$ cat src/hdl/assert_macros.svh
// Assertion macros shared by the allocator RTL.
// Define NO_ASSERTIONS to compile every check away.
`ifndef ASSERT_MACROS_SVH
`define ASSERT_MACROS_SVH
`ifndef NO_ASSERTIONS
`define ASSERT_PROP(lbl, clk, rstn, prop, msg) \
    lbl: assert property (@(posedge clk) disable iff (!rstn) prop) else $error(msg);
`define ASSERT_NEVER(lbl, clk, rstn, cond, msg) \
    lbl: assert property (@(posedge clk) disable iff (!rstn) !(cond)) else $error(msg);
`else
`define ASSERT_PROP(lbl, clk, rstn, prop, msg)
`define ASSERT_NEVER(lbl, clk, rstn, cond, msg)
`endif
`endif

$ cat src/hdl/bpra_pkg.sv
// Shared constants, codes and controller/datapath interface types
// for the bitmap page range allocator. No dependencies.
package bpra_pkg;

    localparam int NUM_PAGES  = 4096;
    localparam int WORD_BITS  = 32;
    localparam int MAP_WORDS  = NUM_PAGES / WORD_BITS;
    localparam int WORD_AW    = $clog2(MAP_WORDS);
    localparam int BIT_AW     = $clog2(WORD_BITS);
    localparam int PIDX_W     = $clog2(NUM_PAGES);
    localparam int PCNT_W     = PIDX_W + 1;
    localparam int ADDR_W     = 28;
    localparam int PSIZE_W    = 17;
    localparam int REQ_W      = 2;
    localparam int STAT_W     = 2;
    localparam int S_TDATA_W  = 48;
    localparam int M_TDATA_W  = 48;
    localparam int CFG_IDX_W  = 2;
    localparam int CFG_DATA_W = 17;
    localparam int PAGE_SIZE_RST = 4096;

    localparam logic [REQ_W-1:0] REQ_ALLOC = 2'd0;
    localparam logic [REQ_W-1:0] REQ_FREE  = 2'd1;
    localparam logic [REQ_W-1:0] REQ_INIT  = 2'd2;

    localparam logic [STAT_W-1:0] ST_OK        = 2'd0;
    localparam logic [STAT_W-1:0] ST_NO_SPACE  = 2'd1;
    localparam logic [STAT_W-1:0] ST_BAD_RANGE = 2'd2;

    localparam logic [CFG_IDX_W-1:0] CFG_PAGE_SIZE   = 2'd0;
    localparam logic [CFG_IDX_W-1:0] CFG_TOTAL_PAGES = 2'd1;
    localparam logic [CFG_IDX_W-1:0] CFG_RESERVED    = 2'd2;

    typedef struct packed {
        logic load;
        logic scan_rd;
        logic scan_bit;
        logic div_start;
        logic free_range;
        logic init_range;
        logic clear_map;
        logic mark_start;
        logic mark_rd;
        logic mark_wr;
        logic set_nospace;
        logic out_load;
    } bpra_cmd_t;

    typedef struct packed {
        logic [REQ_W-1:0] req;
        logic count_zero;
        logic tp_zero;
        logic found;
        logic last_page;
        logic word_end;
        logic div_done;
        logic mark_empty;
        logic mark_last;
    } bpra_sts_t;

endpackage

$ cat src/hdl/bpra_ctrl.sv
// Controller state machine: sequences scan, divide and mark phases and
// drives the stream handshakes. Depends on bpra_pkg.
module bpra_ctrl import bpra_pkg::*; (
    input  logic      aclk,
    input  logic      aresetn,
    input  logic      s_tvalid,
    output logic      s_tready,
    output logic      m_tvalid,
    input  logic      m_tready,
    input  bpra_sts_t sts,
    output bpra_cmd_t cmd
);

    typedef enum logic [3:0] {
        IDLE, DISPATCH, SCAN_RD, SCAN_BIT, DIV_START, DIV_WAIT, FREE_RANGE,
        INIT_CLR, MARK_START, MARK_RD, MARK_WR, DONE
    } state_t;

    state_t state_reg, state_next;
    logic   m_tvalid_reg, m_tvalid_next;

    always_comb begin
        state_next    = state_reg;
        m_tvalid_next = m_tvalid_reg && !m_tready;
        cmd           = '0;
        unique case (state_reg)
            IDLE: begin
                if (s_tvalid) begin
                    cmd.load   = 1'b1;
                    state_next = DISPATCH;
                end
            end
            DISPATCH: begin
                priority if (sts.req == REQ_ALLOC) begin
                    if (sts.count_zero || sts.tp_zero) begin
                        cmd.set_nospace = 1'b1;
                        state_next      = DONE;
                    end else begin
                        state_next = SCAN_RD;
                    end
                end else if (sts.req == REQ_FREE) begin
                    state_next = DIV_START;
                end else if (sts.req == REQ_INIT) begin
                    state_next = INIT_CLR;
                end else begin
                    state_next = DONE;
                end
            end
            SCAN_RD: begin
                cmd.scan_rd = 1'b1;
                state_next  = SCAN_BIT;
            end
            SCAN_BIT: begin
                cmd.scan_bit = 1'b1;
                priority if (sts.found) begin
                    state_next = MARK_START;
                end else if (sts.last_page) begin
                    cmd.set_nospace = 1'b1;
                    state_next      = DONE;
                end else if (sts.word_end) begin
                    state_next = SCAN_RD;
                end else begin
                    state_next = SCAN_BIT;
                end
            end
            DIV_START: begin
                cmd.div_start = 1'b1;
                state_next    = DIV_WAIT;
            end
            DIV_WAIT: begin
                if (sts.div_done) state_next = FREE_RANGE;
            end
            FREE_RANGE: begin
                cmd.free_range = 1'b1;
                state_next     = MARK_START;
            end
            INIT_CLR: begin
                cmd.clear_map  = 1'b1;
                cmd.init_range = 1'b1;
                state_next     = MARK_START;
            end
            MARK_START: begin
                cmd.mark_start = 1'b1;
                state_next     = sts.mark_empty ? DONE : MARK_RD;
            end
            MARK_RD: begin
                cmd.mark_rd = 1'b1;
                state_next  = MARK_WR;
            end
            MARK_WR: begin
                cmd.mark_wr = 1'b1;
                state_next  = sts.mark_last ? DONE : MARK_RD;
            end
            DONE: begin
                // hold until the output register is free
                if (!m_tvalid_reg || m_tready) begin
                    cmd.out_load  = 1'b1;
                    m_tvalid_next = 1'b1;
                    state_next    = IDLE;
                end
            end
            default: state_next = IDLE;
        endcase
    end

    always_ff @(posedge aclk) begin
        if (!aresetn) begin
            state_reg    <= IDLE;
            m_tvalid_reg <= 1'b0;
        end else begin
            state_reg    <= state_next;
            m_tvalid_reg <= m_tvalid_next;
        end
    end

    assign s_tready = (state_reg == IDLE);
    assign m_tvalid = m_tvalid_reg;

endmodule

$ cat config.mk
export PLATFORM = sky130hd
export DESIGN_NAME = bpra_ctrl
export DESIGN_NICKNAME = d
export VERILOG_FILES = /design/src/hdl/assert_macros.svh /design/src/hdl/bpra_pkg.sv /design/src/hdl/bpra_ctrl.sv
export SDC_FILE = /design/constraint.sdc
export NUM_CORES = 1
export LEC_CHECK = 0
export BUFFER_PORTS_ARGS = -buffer_cell sky130_fd_sc_hd__buf_4
export CAP_MARGIN = 5
export CORE_MARGIN = 3
export CORE_UTILIZATION = 43
export DETAILED_ROUTE_END_ITERATION = 6
export PLACE_DENSITY = 0.76
export SYNTH_ARGS = -nofsm -noshare
export SYNTH_HDL_FRONTEND = slang
export SYNTH_SLANG_ARGS = --single-unit
export TNS_END_PERCENT = 5
$ cat constraint.sdc
create_clock -name aclk -period 1.3 [get_ports aclk]
set_input_delay 0.26 -clock aclk [delete_from_list [all_inputs] [get_ports aclk]]
set_output_delay 0.26 -clock aclk [all_outputs]
set_load 0.02 [all_outputs]
==> flow_summary.yaml <==
synth:
  yosysWarnings: 0
  synth.distinct_cells: 33
  avgSynthCellArea_sq_um: 7.25
  netlist_area_sq_um: 558
  synth.top_cell.area_share_pct: 17.9
  yosysTopAreaCell: "dfxtp_1"
  seq_area_frac_synth_pct: 17.9
  synth_area_leaders: "dfxtp_1 18%, ha_1 9.0%, a21oi_1 7.2%, inv_1 5.4%, nand2b_4 4.9%"
  synthCells: 77
  synth.net_count: 95
  ys_ff_latch: 5
detailed_routing:
  dr_total_vias: 820
  first_pass_iters: 4
  drt_drc_violations_left: 0
  antenna_left: 0
  viasPerCell: 6.07
  drtIter0Drc: 39
  drt-total-wl_um: 2390
  routedWlPerCell_um: 17.7
timing:
  fmax_mhz: 635
  drv_slew: 0
  final_hold_viol_count: 0
  setup_viol: 15
  tightest_slew_ns: 0.421
  timing.final.crit_share_pct: 121
  rsz0062_at_grt: "yes"
  slew_headroom_pct: 71.8
  worst_clock_skew_ns: 0.00582
  totalNegativeSetupSlack_ns: -2.68
  setup_slack_ns: -0.276
  layout_min_cycle_time_ns: 1.58
flow_run:
  max_cap_violations: 0
critical_path:
  setup.worst_path.class: "reg2out"
  end_kind: "output port"
  arrival_ns: 1.32
  r2r_setup_slack_ns: -0.16
  cp_num_cells: 4
  r2r_start: "state_reg[0]"
  critPathBufInv: 2
  cp_slowest_cell: "dfxtp_2"
  path_max_fanout: 3
  r2r_end: "state_reg[0]"
  startpoint_type: "register"
  critPathLaunch: "state_reg[0]"
  reg2reg_depth: 7
  cpPeakStageDelay_ns: 0.33
  cp_top_family: "simple AND/OR/NAND/NOR gates"
  cp.required_ns: 1.04
  crit_top_cell: "buf_4"
  endpoint: "cmd[11]"
  crit_path_cell_trace: "buf_4, nor4_4, and2_4, buf_4"
final_layout:
  syn2layout_area_growth_pct: 88.6
  final_common_cell: "buf_4"
  largest_register_ffs: 4
  stdcell_count: 135
  final_cell_mix: "44 x buf_4, 8 x inv_1, 8 x a21oi_1"
  final_nets: 140
  utilization_pct: 91.0
  drive_gt1_share_pct: 57.9
  n_antenna_cell: 0
power_and_ir_drop:
  peakVddDrop_v: 0.000903
  clkPwrFrac_pct: 9.9
  p_comb_share_pct: 74.1
  switching_share_pct: 45.9
  powerDensity_nw_per_um2: 1800
  total_power_mw: 1.89
  leakage_nw: 0.461
  p_seq_share_pct: 16.0
  switching_power_uw: 868
  internal-power_mw: 1.02
placement:
  place_worst_setup_slack_ns: -0.140
  io_buffers: 27
  globalplace.congestion: 0.805
  hpwl_um: 1350
  placed_cells: 129
clocking:
  numCtsBuffers: 3
  ctsHoldBuffers: 0
  clock_sinks: 5
  insertion_delay_ns: 0.25
  htreeDepth: 1
  cts_tree: "yes"
  cts-root-buf: "clkbuf_4"
  cts_buffer_depth: 2
  clk_pin_slew_worst_paths_ns: 0.05
hold_path:
  min_path_type: "in2reg"
floorplanning:
  die_h_um: 42.0
  die-area_sq_um: 1770
  pin_count: 28
  die_w_um: 42.0
  core-area_sq_um: 1160
  row_count: 12
  initial_utilization_pct: 48.3
status:
  outcome: "finished with violations"
  violations: "setup timing"
global_routing:
  grt_util_all_layers_pct: 23.4
  grt_pass1_wl_um: 3210
  grt.overflow.total: 0
  grt_max_degree: 12
  antenna_found_initial: 0
  grt_pass1_vias: 727
worst min-delay path: stages:
cell and delay [ns]:
buf_4 0.11, nand2_1 0.05, o21ai_1 0.11
power groups by stage:
stage	Clock, mW	Sequential, mW	Combinational (mW)
after floorplan	0	0.242	0.777
after global placement	0	0.273	1.13
after detailed placement	0	0.274	1.14
after CTS	0.185	0.294	1.28
after global routing	0.199	0.311	1.48
final	0.186	0.303	1.40
timing repair:
action	CTS	global route
pin swaps	2	1
endpoints found under the setup margin	15	16
gates resized for setup	14	8
setup buffers	2	0
how the worst min path moves through the flow:
stage / startpoint / endpoint / slack [ns] / cells past startpoint
detailed placement: aresetn / state_reg[0] / 0.49 / 3
global placement: aresetn / state_reg[0] / 0.49 / 3
global route: aresetn / state_reg[0] / 0.32 / 3
CTS: aresetn / state_reg[0] / 0.24 / 3
floorplan: aresetn / state_reg[0] / 0.37 / 2
finish: aresetn / state_reg[0] / 0.32 / 3
area by class of cell:
type,instances,area (sq um)
multi-input cells,57,493
repair buffers,47,373
flip-flops and latches,5,113
fillers,47,104
inverters,8,30.0
clock buffers,4,26.3
well taps,14,17.5
synthesized netlist by cell type (all sizes together):
cell	count
o21ai	3
o31ai	2
nor2b	2
and2	1
nand4bb	1
inv	8
nor2	6
a211oi	1
nor4	4
ha	4
a21oi	8
nand2b	5
a31oi	2
dfxtp	5
o32a	1
nand3b	1
nand2	3
nor3b	1
or3	1
clkbuf	2
a2111oi	2
buf	5
o211ai	1
o32ai	1
nor4b	1
or2	1
nand4	1
nand3	1
nor3	3
stage by stage:
stage | area, sq um | hold slack, ns
finish | 1050 | 0.325
global route | 1050 | 0.325
CTS | 1030 | 0.240
detailed placement | 951 | 0.490
global placement | 951 | 0.489
floorplan | 656 | 0.375
cell families (layout without fill, tap and decap cells):
logic type,count (synthesis),after routing,share of synthesized area [%]
flops,5,5,17.9
buf+inv,15,59,13.7
compound gates,21,21,24.0
fa+ha+maj,4,4,8.97
simple gates,32,32,35.4
per-layer routing:
layer | vias to the layer above | track usage [%] | wire, um | share of wire (%)
li1 | 368 | - | - | -
met1 | 379 | 27.5 | 828 | 35
met2 | 61 | 42.6 | 1290 | 54
met3 | 12 | 6.44 | 194 | 8.1
met4 | 0 | 3.73 | 85 | 3.6
met5 | - | 0 | 0 | 0
Power figures use the tool's default switching activity.
